$ cat src/hw/rtl/ffux_pkg.sv
// Package for the flag frame unescape and XOR check block: codes, constants and types.
`default_nettype none
package ffux_pkg;

	// Link byte codes
	localparam logic [7:0] FLAG_BYTE     = 8'h7e;
	localparam logic [7:0] ESC_BYTE      = 8'h7d;
	localparam logic [7:0] ESC_FLAG_CODE = 8'h02;
	localparam logic [7:0] ESC_ESC_CODE  = 8'h01;

	localparam int unsigned BYTE_W   = 8;
	localparam int unsigned STATUS_W = 2;
	localparam int unsigned COUNT_W  = 2;

	// Final status of a frame
	typedef enum logic [STATUS_W-1:0] {
		ST_OK         = 2'd0,
		ST_MISMATCH   = 2'd1,
		ST_SHORT      = 2'd2,
		ST_BAD_ESCAPE = 2'd3
	} status_t;

	// One result item from the frame logic
	typedef struct packed {
		logic              valid;
		logic [BYTE_W-1:0] data;
		logic              last;
		status_t           status;
	} res_t;

	// Receiver state between items
	typedef struct packed {
		logic               in_frame;
		logic               esc_pend;
		logic [BYTE_W-1:0]  held_byte;
		logic               held_valid;
		logic [BYTE_W-1:0]  run_xor;
		logic [COUNT_W-1:0] count;
		logic               esc_err;
	} frame_state_t;

endpackage
`default_nettype wire

$ cat src/hw/rtl/flag_frame_unescape_xor_check.sv
// Top level: input register, frame logic and output register with handshakes.
// A line byte is taken into the input register; its result item is then registered in the output register.
// Throughput: one line byte per cycle while the output is not stalled.
// Backpressure on the output stalls the input register only when it is full.
// Reset (arst_n low, asynchronous) empties both registers and returns to hunting.
`default_nettype none
module flag_frame_unescape_xor_check (
	input  wire logic                          clk,
	input  wire logic                          arst_n,
	input  wire logic                          in_valid,
	output logic                               in_ready,
	input  wire logic [ffux_pkg::BYTE_W-1:0]   line_byte,
	output logic                               out_valid,
	input  wire logic                          out_ready,
	output logic [ffux_pkg::BYTE_W-1:0]        payload_byte,
	output logic                               frame_end,
	output logic [ffux_pkg::STATUS_W-1:0]      frame_status
);
	import ffux_pkg::*;

	logic              valid_s1;
	logic [BYTE_W-1:0] byte_s1;
	logic              out_free;
	logic              fire;
	res_t              res;

	// The output register can take a new item when empty or being drained
	assign out_free  = !out_valid || out_ready;
	assign fire      = valid_s1 && out_free;
	assign in_ready  = !valid_s1 || out_free;

	// Input register
	always_ff @(posedge clk or negedge arst_n) begin
		if (!arst_n) begin
			valid_s1 <= 1'b0;
			byte_s1  <= '0;
		end else if (in_ready) begin
			valid_s1 <= in_valid;
			byte_s1  <= line_byte;
		end
	end

	ffux_core u_core (
		.clk       (clk),
		.arst_n    (arst_n),
		.fire      (fire),
		.line_byte (byte_s1),
		.res       (res)
	);

	// Output register
	always_ff @(posedge clk or negedge arst_n) begin
		if (!arst_n) begin
			out_valid    <= 1'b0;
			payload_byte <= '0;
			frame_end    <= 1'b0;
			frame_status <= '0;
		end else if (out_free) begin
			out_valid    <= fire && res.valid;
			payload_byte <= res.data;
			frame_end    <= res.last;
			frame_status <= res.status;
		end
	end

endmodule
`default_nettype wire

$ cat src/hw/rtl/ffux_core.sv
// Frame hunt, escape removal, hold-back byte and running XOR check.
`default_nettype none
module ffux_core (
	input  wire logic                          clk,
	input  wire logic                          arst_n,
	input  wire logic                          fire,
	input  wire logic [ffux_pkg::BYTE_W-1:0]   line_byte,
	output ffux_pkg::res_t                     res
);
	import ffux_pkg::*;

	frame_state_t      cur_q;
	frame_state_t      nxt;
	logic              pending;
	logic              data_ok;
	logic [BYTE_W-1:0] data;
	localparam logic [COUNT_W-1:0] COUNT_MAX = {COUNT_W{1'b1}};
	localparam logic [COUNT_W-1:0] COUNT_TWO = COUNT_W'(2);

	assign pending = cur_q.held_valid | cur_q.esc_pend | cur_q.esc_err;

	// Next state and result for the item in the input register
	always_comb begin
		nxt     = cur_q;
		res     = '0;
		data_ok = 1'b0;
		data    = '0;
		if (fire) begin
			if (line_byte == FLAG_BYTE) begin
				nxt = '0;
				if (cur_q.in_frame && pending) begin
					// close the frame, held byte is the check byte
					res.valid = 1'b1;
					res.last  = 1'b1;
					res.data  = cur_q.held_valid ? cur_q.held_byte : '0;
					if (cur_q.esc_err || cur_q.esc_pend)
						res.status = ST_BAD_ESCAPE;
					else if (cur_q.count < COUNT_TWO)
						res.status = ST_SHORT;
					else if (cur_q.held_byte != cur_q.run_xor)
						res.status = ST_MISMATCH;
					else
						res.status = ST_OK;
				end else begin
					nxt.in_frame = 1'b1;
				end
			end else if (cur_q.in_frame) begin
				// escape removal
				if (cur_q.esc_pend) begin
					nxt.esc_pend = 1'b0;
					if (line_byte == ESC_FLAG_CODE) begin
						data    = FLAG_BYTE;
						data_ok = 1'b1;
					end else if (line_byte == ESC_ESC_CODE) begin
						data    = ESC_BYTE;
						data_ok = 1'b1;
					end else begin
						nxt.esc_err = 1'b1;
					end
				end else if (line_byte == ESC_BYTE) begin
					nxt.esc_pend = 1'b1;
				end else begin
					data    = line_byte;
					data_ok = 1'b1;
				end
				// release the held byte, hold the new one
				if (data_ok) begin
					if (cur_q.held_valid) begin
						res.valid   = 1'b1;
						res.data    = cur_q.held_byte;
						res.last    = 1'b0;
						res.status  = ST_OK;
						nxt.run_xor = cur_q.run_xor ^ cur_q.held_byte;
					end
					nxt.held_byte  = data;
					nxt.held_valid = 1'b1;
					if (cur_q.count != COUNT_MAX)
						nxt.count = cur_q.count + COUNT_W'(1);
				end
			end
		end
	end

	// State register
	always_ff @(posedge clk or negedge arst_n) begin
		if (!arst_n) begin
			cur_q <= '0;
		end else begin
			cur_q <= nxt;
		end
	end

	// Checks
	a_last_in_frame: assert property (@(posedge clk) disable iff (!arst_n)
		(res.valid && res.last) |-> cur_q.in_frame)
		else $error("frame closed while hunting");
	a_close_hunts: assert property (@(posedge clk) disable iff (!arst_n)
		(res.valid && res.last) |=> (!cur_q.in_frame && !cur_q.held_valid))
		else $error("state not cleared after close");
	a_held_counted: assert property (@(posedge clk) disable iff (!arst_n)
		cur_q.held_valid |-> (cur_q.count != '0))
		else $error("held byte without count");
	a_mid_status: assert property (@(posedge clk) disable iff (!arst_n)
		(res.valid && !res.last) |-> (res.status == ST_OK))
		else $error("status on a non-final item");

endmodule
`default_nettype wire

$ cat config.mk
export PLATFORM = sky130hd
export DESIGN_NAME = flag_frame_unescape_xor_check
export DESIGN_NICKNAME = d
export VERILOG_FILES = /design/src/hw/rtl/ffux_pkg.sv /design/src/hw/rtl/flag_frame_unescape_xor_check.sv /design/src/hw/rtl/ffux_core.sv
export SDC_FILE = /design/constraint.sdc
export NUM_CORES = 1
export LEC_CHECK = 0
export ABC_CLOCK_PERIOD_IN_PS = 3670
export BUFFER_PORTS_ARGS = -buffer_cell sky130_fd_sc_hd__buf_2
export CORE_MARGIN = 10
export CORE_UTILIZATION = 61
export CTS_BUF_LIST = sky130_fd_sc_hd__clkbuf_16
export CTS_CLUSTER_SIZE = 16
export DETAILED_ROUTE_END_ITERATION = 12
export PLACE_DENSITY = 0.85
export SLEW_MARGIN = 30
export SYNTH_ARGS = -nofsm -noshare
export SYNTH_HDL_FRONTEND = slang
export SYNTH_SLANG_ARGS = --single-unit
export TNS_END_PERCENT = 1
$ cat constraint.sdc
create_clock -name clk -period 3.67 [get_ports clk]
set_input_delay 0.1835 -clock clk [delete_from_list [all_inputs] [get_ports clk]]
set_output_delay 0.1835 -clock clk [all_outputs]
set_load 0.01 [all_outputs]
==> run metrics, run 1 <==
status=completed; crit path kind=flip-flop to flip-flop; synth warn=0; Async S/R FF share, synth=100%; Synth Area in Adders=0.603%; Post-Syn Area per Cell=10.6 µm²; post-route insts no fill=~260; largest net degree at the start of global routing=44; synth top area cells=dfrtp_1 52%, nand2_1 4.9%, a32o_1 4.3%; WP data required=between 3 and 4 ns; Seq/Total Area, Yosys=51.9%; Hold Path Class=input pin to flip-flop; nets@finish=230; root buf cell=clkbuf_16; RePlAce Congestion=0.918; IO Pins=25; CTS tree=done; DR pass1 iterations=4; RSZ-0062 raised after global routing=false; Layout area overhead=14.6%; Post-synth top cells=43 x dfrtp_1, 27 x nand2_1, 12 x nor2_1, 12 x o21ai_0, 10 x a31oi_1; Worst slew margin=approximately half; post-synth top area share=51.9%; # DRC=0; compound-cell area share of the yosys netlist=around a fifth; initial antenna violation count=0; largest family of logic cells by synthesized area=compound AO/OA/AOI/OAI gates; Synth cell types=46; cell area after synthesis=2070 µm²; Max Fclk=459 MHz; Die Area=roughly 6100 µm²; Post-synth EDFFs=0; Hold Fails Final Rpt=0; share of layout cells above drive strength 1=21.1%; Diodes inserted=0; Setup WS pre-CTS=1.21 ns; # setup viols final=0; Vias/cell=6.11; Post-Synth Simple-Gate Area=16.2%; Period Utilization, post-route=between 50 and 60%; syn_nets=approximately 210; count leader, synth=dfrtp_1; Routed WL=4780 µm; Reg clk slew, reported paths=0.06 ns; Synth area leader=dfrtp_1; site row count=21; H-tree depth reported by CTS=2; Chip Height=between 70 and 80 µm; Pwr Density=roughly 560 nW/µm²; reg2reg setup slack=about 1.5 ns; worst-case clock buffer depth=2; antenna-violating nets left=0; Clock Sinks=43; first-pass GRT wire length=roughly 8100 µm; fin worst setup slack=1.49 ns; fin. max-slew vios=0; crit path DAT=about 2.4 ns; CTS buffer count=5; post-CTS resize count=0; commonest register cell after synthesis=dfrtp_1; Placed Cells incl. Taps=255; global route overflow=0; area of the core=around 3300 µm²; Lkg Pwr=1.15 nW; WL per Instance=18.1 µm; Max Cap Viol=0; Clock Latency Late Sink=around 0.29 ns; Overall Global Routing Usage=16.4%; Starting Density=62.7%; Initial DRC Count=189; dpl hpwl=~3400 µm; number of global-route vias before repair=1,637; Worst setup SP type=flip-flop; Die X=78.3 µm; Via Count=1,612; Final min period=2.18 ns; Post-Synth XOR/XNOR Area=3.38%; FF+latch count, synth=43; mux cell area share after synthesis=4.83%; cells after synthesis=about 200; crit path max fanout=23; port bufs=24; skew final=0.00683 ns; setup_tns=0 ns; Worst VDD drop=311 µV; CP Capture Type=flip-flop; worst slew pin tran=0.757 ns
[worst max-delay path: stages (launching register included)]
cell and delay, ns:
dfrtp_1 0.65, a32o_1 0.42, a2111oi_4 0.66, a31oi_1 0.19
a31oi_1 0.17
[stage by stage]
stage / hold WS (ns) / utilization [%] / area (µm²) / power [mW]
2_1_floorplan: -0.112 / - / 2070 / 0.820
3_3_place_gp: 0.345 / 66.7 / 2210 / 0.881
3_5_place_dp: 0.369 / 66.7 / 2210 / 0.898
4_1_cts: 0.0669 / 71.0 / 2350 / 1.32
5_1_grt: 0.0912 / 71.8 / 2380 / 1.40
6_report: 0.0855 / 71.8 / 2380 / 1.32
[per-layer routing]
metal	vias up	part of all wire (%)	global-route usage (%)
li1	763	-	-
met1	790	44	20.4
met2	52	48	25.3
met3	7	6.4	5.92
met4	0	1.8	6.81
met5	-	0	0
[where the power goes]
| group | leakage, nW | total [mW] | switching (mW) | internal [mW] |
|---|---|---|---|---|
| clock | 0.0710 | 0.425 | 0.177 | 0.248 |
| combinational | 0.515 | 0.237 | 0.116 | 0.121 |
| sequential | 0.564 | 0.661 | 0.112 | 0.550 |
| total | 1.15 | 1.32 | 0.404 | 0.919 |
[timing repair]
item                                   CTS  global route
setup endpoints to repair                0             0
buffers inserted                         0             0
hold buffers                             0             1
endpoints found under the hold margin    0            43
[flip-flops by register name (all words and copies together) (netlist names)]
| register | count |
|---|---|
| byte_s1 | 8 |
| frame_end | 1 |
| frame_status | 2 |
| out_valid | 1 |
| payload_byte | 8 |
| u_core.cur_q | 22 |
| valid_s1 | 1 |
[logic make-up after synthesis]
family / count (synthesis)
adders and majority gates: 1
and+or+nand+nor: 67
DFF: 43
AOI/OAI and AO/OA: 55
buffers and inverters: 12
muxes: 9
xor gates and xnor gates: 8
[placed cells by master (no fill, tap or decap), types with 2 or more instances in the layout]
| cell | count |
|---|---|
| o31a_1 | 2 |
| mux2_2 | 8 |
| nor4_1 | 2 |
| inv_1 | 3 |
| a21oi_1 | 3 |
| nand2b_1 | 3 |
| a22o_1 | 2 |
| xor2_1 | 8 |
| o21ai_0 | 12 |
| nand3_1 | 6 |
| o2bb2ai_1 | 5 |
| buf_2 | 23 |
| a32o_1 | 9 |
| a21o_1 | 2 |
| dfrtp_1 | 43 |
| clkbuf_16 | 5 |
| a31oi_1 | 10 |
| nor2_1 | 12 |
| and3_1 | 2 |
| nand2_1 | 27 |
| a22oi_1 | 2 |
| nor3_1 | 2 |
[area by class of cell]
class                           instances  area, µm²
Tap cell                               46       57.6
Clock buffer                            5        125
Timing Repair Buffer                   25        133
Sequential cell                        43       1080
Clock inverter                          3       16.3
Multi-Input combinational cell        140        962
Inverter                                2       7.51
Fill cell                             267        933
[worst paths after layout]
kind,start,to,cells after the start
max reg2reg,u_core.cur_q[20],u_core.cur_q[9],4
min,in_valid,valid_s1,2
max in group asynchronous,arst_n,byte_s1[7],2
min in group asynchronous,arst_n,byte_s1[0],2
min reg2reg,frame_status[1],frame_status[1],2
max,u_core.cur_q[20],u_core.cur_q[9],4
(Power assumes the default switching activity.)
==> inputs of run 2 (changes only) <==
--- a/config.mk
+++ b/config.mk
@@ -5,14 +5,15 @@
 export SDC_FILE = /design/constraint.sdc
 export NUM_CORES = 1
 export LEC_CHECK = 0
-export ABC_CLOCK_PERIOD_IN_PS = 3670
+export ABC_AREA = 1
+export ABC_CLOCK_PERIOD_IN_PS = 2100
 export BUFFER_PORTS_ARGS = -buffer_cell sky130_fd_sc_hd__buf_2
 export CORE_MARGIN = 10
-export CORE_UTILIZATION = 61
+export CORE_UTILIZATION = 57
 export CTS_BUF_LIST = sky130_fd_sc_hd__clkbuf_16
 export CTS_CLUSTER_SIZE = 16
 export DETAILED_ROUTE_END_ITERATION = 12
-export PLACE_DENSITY = 0.85
+export PLACE_DENSITY = 0.8
 export SLEW_MARGIN = 30
 export SYNTH_ARGS = -nofsm -noshare
 export SYNTH_HDL_FRONTEND = slang
==> constraint.sdc (replaced) <==
create_clock -name clk -period 2.1 [get_ports clk]
set_input_delay 0.105 -clock clk [delete_from_list [all_inputs] [get_ports clk]]
set_output_delay 0.105 -clock clk [all_outputs]
set_load 0.01 [all_outputs]
==> run 2 against run 1 <==
Synthesized cell count is 42% higher. Count of clock-buffer cells in the layout stayed put. Clock power is 110% higher. Sequential power is 100% higher. Routed wire length is 3.7% lower. Global-route usage is 0.73 points lower. Largest cell class unchanged.
==> run metrics, run 2 <==
initial antenna violation count=0; Reg clk slew, reported paths=~0.06 ns; post-synth top area share=between 40% and 50%; reg2reg start=byte_s1[7]; Die Area=roughly 6700 µm²; Post-synth top cells=105 x nand2_1, 43 x dfrtp_1, 30 x nor2_1; CTS buffer count=5; WP data required=2.28 ns; fin. max-slew vios=0; crit path max-delay cell type=dfrtp_1; share of layout cells above drive strength 1=16.6%; Placed Cells incl. Taps=345; Worst setup SP type=flip-flop; port bufs=24; setup_tns=0 ns; commonest register cell after synthesis=dfrtp_1; syn_nets=290; largest net degree at the start of global routing=44; slowest stage delay, CP=0.37 ns; dpl hpwl=3350 µm; Hold Fails Final Rpt=0; Period Utilization, post-route=79.5%; global route overflow=0; Worst VDD drop=around 550 µV; crit path DAT=1.85 ns; worst r2r dst=u_core.cur_q[3]; Met3 Routed Length=319 µm; skew final=0.00515 ns; area of the core=3690 µm²; Starting Density=between 50% and 60%; # DRC=0; reg2reg setup slack=between 0.4 and 0.5 ns; Final min period=1.67 ns; RePlAce Congestion=0.833; CP Capture Point=u_core.cur_q[3]; max reg flops=22; FF+latch count, synth=43; worst r2r path cells=8; # setup viols final=0; Via Count=1,783; Largest regs=u_core.cur_q x22, byte_s1 x8, payload_byte x8; root buf cell=clkbuf_16; number of global-route vias before repair=1,789; cell area after synthesis=between 2000 and 2500 µm²; CTS tree=done; commonest non-fill, non-tap cell in the layout=nand2_1; Max Fclk=599 MHz; Pwr Density=1380 nW/µm²; Overall Global Routing Usage=15.7%; DR pass1 iterations=4; CP Capture Type=flip-flop; top sig layer=met4; Synth cell types=28; crit path kind=flip-flop to flip-flop; Hold Path Class=input pin to flip-flop; crit path max fanout=13; hold_sp=line_byte[6]; Synth area leader=dfrtp_1; RSZ-0062 raised after global routing=false; Setup crit start=byte_s1[7]; crit-path cells=inv_1 -> nand4_2 -> nor3_4 -> nand2_2 -> nand2_4 -> nand2_2 -> nand2_1 -> nand2_1; Diodes inserted=0; Post-synth EDFFs=0; Clock Latency Late Sink=between 0.2 and 0.3 ns; met2 wire len=2130 µm; H-tree depth reported by CTS=2; Clock Sinks=43; Async S/R FF share, synth=100%; Routed WL=4600 µm; Seq/Total Area, Yosys=49.3%; first-pass GRT wire length=8160 µm; worst slew pin tran=between 0.5 and 0.6 ns; Max Cap Viol=0; count leader, synth=nand2_1; Lkg Pwr=between 1 and 1.5 nW; synth warn=0; Vias/cell=5.02; Metal-1 WL=2060 µm; post-CTS resize count=0; status=completed; nets@finish=319; Worst slew margin=approximately two thirds; post-route insts no fill=355; Most flops, register=u_core.cur_q; worst-case clock buffer depth=2; IO Pins=25; cells after synthesis=277; Initial DRC Count=123; synth top area cells=dfrtp_1 49%, nand2_1 18%, nand3_1 5.3%; site row count=22; most frequent cells in the layout=105 x nand2_1, 43 x dfrtp_1, 30 x nor2_1; Chip Height=81.9 µm; antenna-violating nets left=0; Layout area overhead=15.9%; setup bufs post-CTS=0; Die X=81.9 µm; Post-Syn Area per Cell=7.89 µm²; WL per Instance=between 10 and 15 µm
-- run 2: cell count changes in the layout (fill, tap and decap cells not counted), sizes merged, moves of 9 or more --
cell / change
nand2: +83
inv: +25
nand3: +19
nor2: +18
a31oi: -10
a32o: -9
-- run 2: cell families (layout without fill, tap and decap cells) --
logic type      after synthesis  in the layout  synth area share (%)
compound gates               19             19                  5.33
fa+ha+maj                     1              1                 0.573
simple gates                172            172                  35.0
xor+xnor                      8              8                  3.21
buf+inv                      34             64                  6.64
flops                        43             43                  49.3
-- run 2: power by group --
group	internal [mW]	total (mW)	switching, mW
combinational	0.479	1.27	0.789
clock	0.560	0.874	0.313
sequential	1.10	1.35	0.247
total	2.14	3.49	1.35
-- run 2: through the flow --
step / hold WS (ns) / utilization [%] / setup WS (ns) / power (mW) / area, µm²
2_1_floorplan: -0.191 / - / 0.716 / 2.28 / 2180
3_3_place_gp: 0.286 / 63.4 / 0.484 / 2.56 / 2340
3_5_place_dp: 0.287 / 63.4 / 0.433 / 2.60 / 2340
4_1_cts: 0.0207 / 68.6 / 0.425 / 3.52 / 2530
6_report: 0.0287 / 68.6 / 0.431 / 3.49 / 2530
5_1_grt: 0.0265 / 68.6 / 0.287 / 3.78 / 2530
-- run 2: critical path: cells and delay by family, from the launching register on --
| family | cells | cell delay (ns) |
|---|---|---|
| simple gates | 7 | 1.10 |
| flops | 1 | 0.37 |
| buf+inv | 1 | 0.09 |
-- run 2: layer usage --
| layer | up-vias | global-route usage (%) |
|---|---|---|
| met5 | - | 0 |
| met4 | 0 | 7.48 |
| met3 | 10 | 4.91 |
| met2 | 47 | 25.2 |
| met1 | 811 | 18.8 |
| li1 | 915 | - |
-- run 2: worst min path at each step --
stage	endpoint	slack (ns)	cells past startpoint
after floorplan	byte_s1[0]	-0.19	0
after global routing	byte_s1[4]	0.03	3
after detailed placement	u_core.cur_q[7]	0.29	1
after CTS	byte_s1[6]	0.02	3
final	byte_s1[6]	0.03	3
after global placement	u_core.cur_q[7]	0.29	1
-- run 2: area by class of cell --
type	count	area [µm²]
Clock inverter	3	43.8
Inverter	28	105
Clock buffer	5	125
Tap cell	48	60.1
Sequential cell	43	1080
Fill cell	315	1160
Timing Repair Buffer	28	158
Multi-Input combinational cell	200	963
-- run 2: repair_timing --
| item | 4_1_cts | 5_1_grt |
|---|---|---|
| hold endpoints to repair | 44 | 0 |
| hold buffers | 2 | 0 |
| setup endpoints to repair | 0 | 0 |
==> inputs of run 3 (changes only) <==
--- a/config.mk
+++ b/config.mk
@@ -6,7 +6,7 @@
 export NUM_CORES = 1
 export LEC_CHECK = 0
 export ABC_AREA = 1
-export ABC_CLOCK_PERIOD_IN_PS = 2100
+export ABC_CLOCK_PERIOD_IN_PS = 1600
 export BUFFER_PORTS_ARGS = -buffer_cell sky130_fd_sc_hd__buf_2
 export CORE_MARGIN = 10
 export CORE_UTILIZATION = 57
==> constraint.sdc (replaced) <==
create_clock -name clk -period 1.6 [get_ports clk]
set_input_delay 0.08 -clock clk [delete_from_list [all_inputs] [get_ports clk]]
set_output_delay 0.08 -clock clk [all_outputs]
set_load 0.01 [all_outputs]
==> run 3 against run 2 <==
First-iteration DRC count fell by 24%. Sequential power up 29%. Worst setup slack worse by 0.33 ns. Critical endpoint is now in_ready. Hold slack got worse by 0.022 ns. Combinational power grew 44%. Routed wire length is 0.76% higher. Critical path depth down 2. Clock skew up 0.0014 ns.
==> run metrics, run 3 (same netlist as run 2, synthesis figures left out) <==
Hold Fails Final Rpt=0; commonest non-fill, non-tap cell in the layout=nand2_1; # fillers=276; Most flops, register=u_core.cur_q; Max Fclk=between 600 and 700 MHz; Worst setup SP type=flip-flop; Worst slew margin=65.5%; dpl hpwl=about 3300 µm; worst-case clock buffer depth=2; Largest regs=u_core.cur_q x22, byte_s1 x8, payload_byte x8; Period Utilization, post-route=93.8%; Via Count=1,859; root buf cell=clkbuf_16; Clock Latency Late Sink=0.28 ns; CTS tree=done; max reg flops=22; Starting Density=59.2%; fin. max-slew vios=0; GR peak layer=met2; Pwr Density=1720 nW/µm²; CP Capture Type=output pin; largest net degree at the start of global routing=44; Chip Height=81.9 µm; # setup viols final=0; Routed WL=4640 µm; initial antenna violation count=0; GR Layer Usage met1=a little under a fifth; site row count=22; Die Area=6710 µm²; global route overflow=0; Lkg Pwr=1.50 nW; WL per Instance=12.5 µm; Die X=81.9 µm; Initial DRC Count=94; antenna-violating nets left=0; crit-path cells=inv_1 -> or2_1 -> buf_4 -> inv_1 -> nand2_4 -> buf_6; IO Pins=25; skew final=0.00653 ns; Max Cap Viol=0; area of the core=3690 µm²; RePlAce Congestion=0.878; slowest stage delay, CP=approximately 0.35 ns; DR pass1 iterations=4; Hold Path Class=input pin to flip-flop; met2 Track Usage GR=24.8%; Clock Sinks=43; Overall Global Routing Usage=15.5%; status=completed; Worst VDD drop=865 µV; crit path kind=flip-flop to output pin; CTS buffer count=5; worst slew pin tran=0.517 ns; Final min period=1.50 ns; port bufs=24; setup_tns=0 ns; GR Util met3=5.02%; most used cell, CP=inv_1; Pwr Total=4.69 mW; first-pass GRT wire length=8120 µm; most frequent cells in the layout=99 x nand2_1, 42 x dfrtp_1, 26 x nor2_1; # DRC=0; crit path max fanout=18; Vias/cell=approximately 5; Placed Cells incl. Taps=353; H-tree depth reported by CTS=2; crit path max-delay cell type=dfrtp_1; share of layout cells above drive strength 1=24.8%; Diodes inserted=0; post-route insts no fill=371; number of global-route vias before repair=1,854; Reg clk slew, reported paths=0.06 ns; Layout area overhead=24.4%; crit path DAT=1.42 ns; nets@finish=between 300 and 400; WP data required=1.52 ns
## run 3: worst paths after layout
check                                startpoint               end  slack [ns]  depth (start not counted)
worst min register to register  frame_status[0]   frame_status[0]        0.47                          2
worst min-delay path               line_byte[4]        byte_s1[4]       0.007                          3
min in group asynchronous                arst_n   u_core.cur_q[6]        0.38                          3
worst max register to register       byte_s1[4]  u_core.cur_q[10]        0.12                          8
worst max-delay path                  out_valid          in_ready         0.1                          6
max in group asynchronous                arst_n  u_core.cur_q[20]        0.82                          3
## run 3: power by group
part	internal, mW	leakage [nW]	switching [mW]
Combinational	0.752	0.883	1.08
Clock	0.727	0.0812	0.388
Sequential	1.45	0.533	0.295
Total	2.93	1.50	1.76
## run 3: cell type report
type | count | area, µm² | area share (%)
Clock buffer | 5 | 125 | 4.60
Clock inverter | 3 | 38.8 | 1.43
Inverter | 28 | 105 | 3.87
Multi-Input combinational cell | 202 | 1040 | 38.2
Sequential cell | 43 | 1080 | 39.6
Tap cell | 48 | 60.1 | 2.21
Timing Repair Buffer | 42 | 274 | 10.1
## run 3: per-stage QoR
stage	worst slack (ns)	area (µm²)	utilization [%]	hold WS, ns
2_1_floorplan	0.216	2180	-	-0.216
3_3_place_gp	0.0291	2400	65.1	0.173
3_5_place_dp	0.0206	2400	65.1	0.183
4_1_cts	0.0119	2620	70.9	0.00138
5_1_grt	-0.0319	2720	73.7	0.0113
6_report	0.0993	2720	73.7	0.00679
## run 3: critical path: cells and delay by family, from the launching register on
family,cells,cell delay [ns]
and+or+nand+nor,2,0.35
buffers and inverters,4,0.43
DFF,1,0.35
## run 3: what timing repair did
action	CTS	global route
buffers inserted	0	3
hold buffers	5	0
setup endpoints to repair	1	27
pin swaps	0	4
resized for setup	1	23
hold endpoints to repair	47	0
gates cloned	0	2
## run 3: metal layers
| metal | up-vias | part of all wire (%) |
|---|---|---|
| met3 | 16 | 6.0 |
| met4 | 0 | 3.5 |
| li1 | 954 | - |
| met5 | - | 0 |
| met1 | 841 | 45 |
| met2 | 48 | 45 |
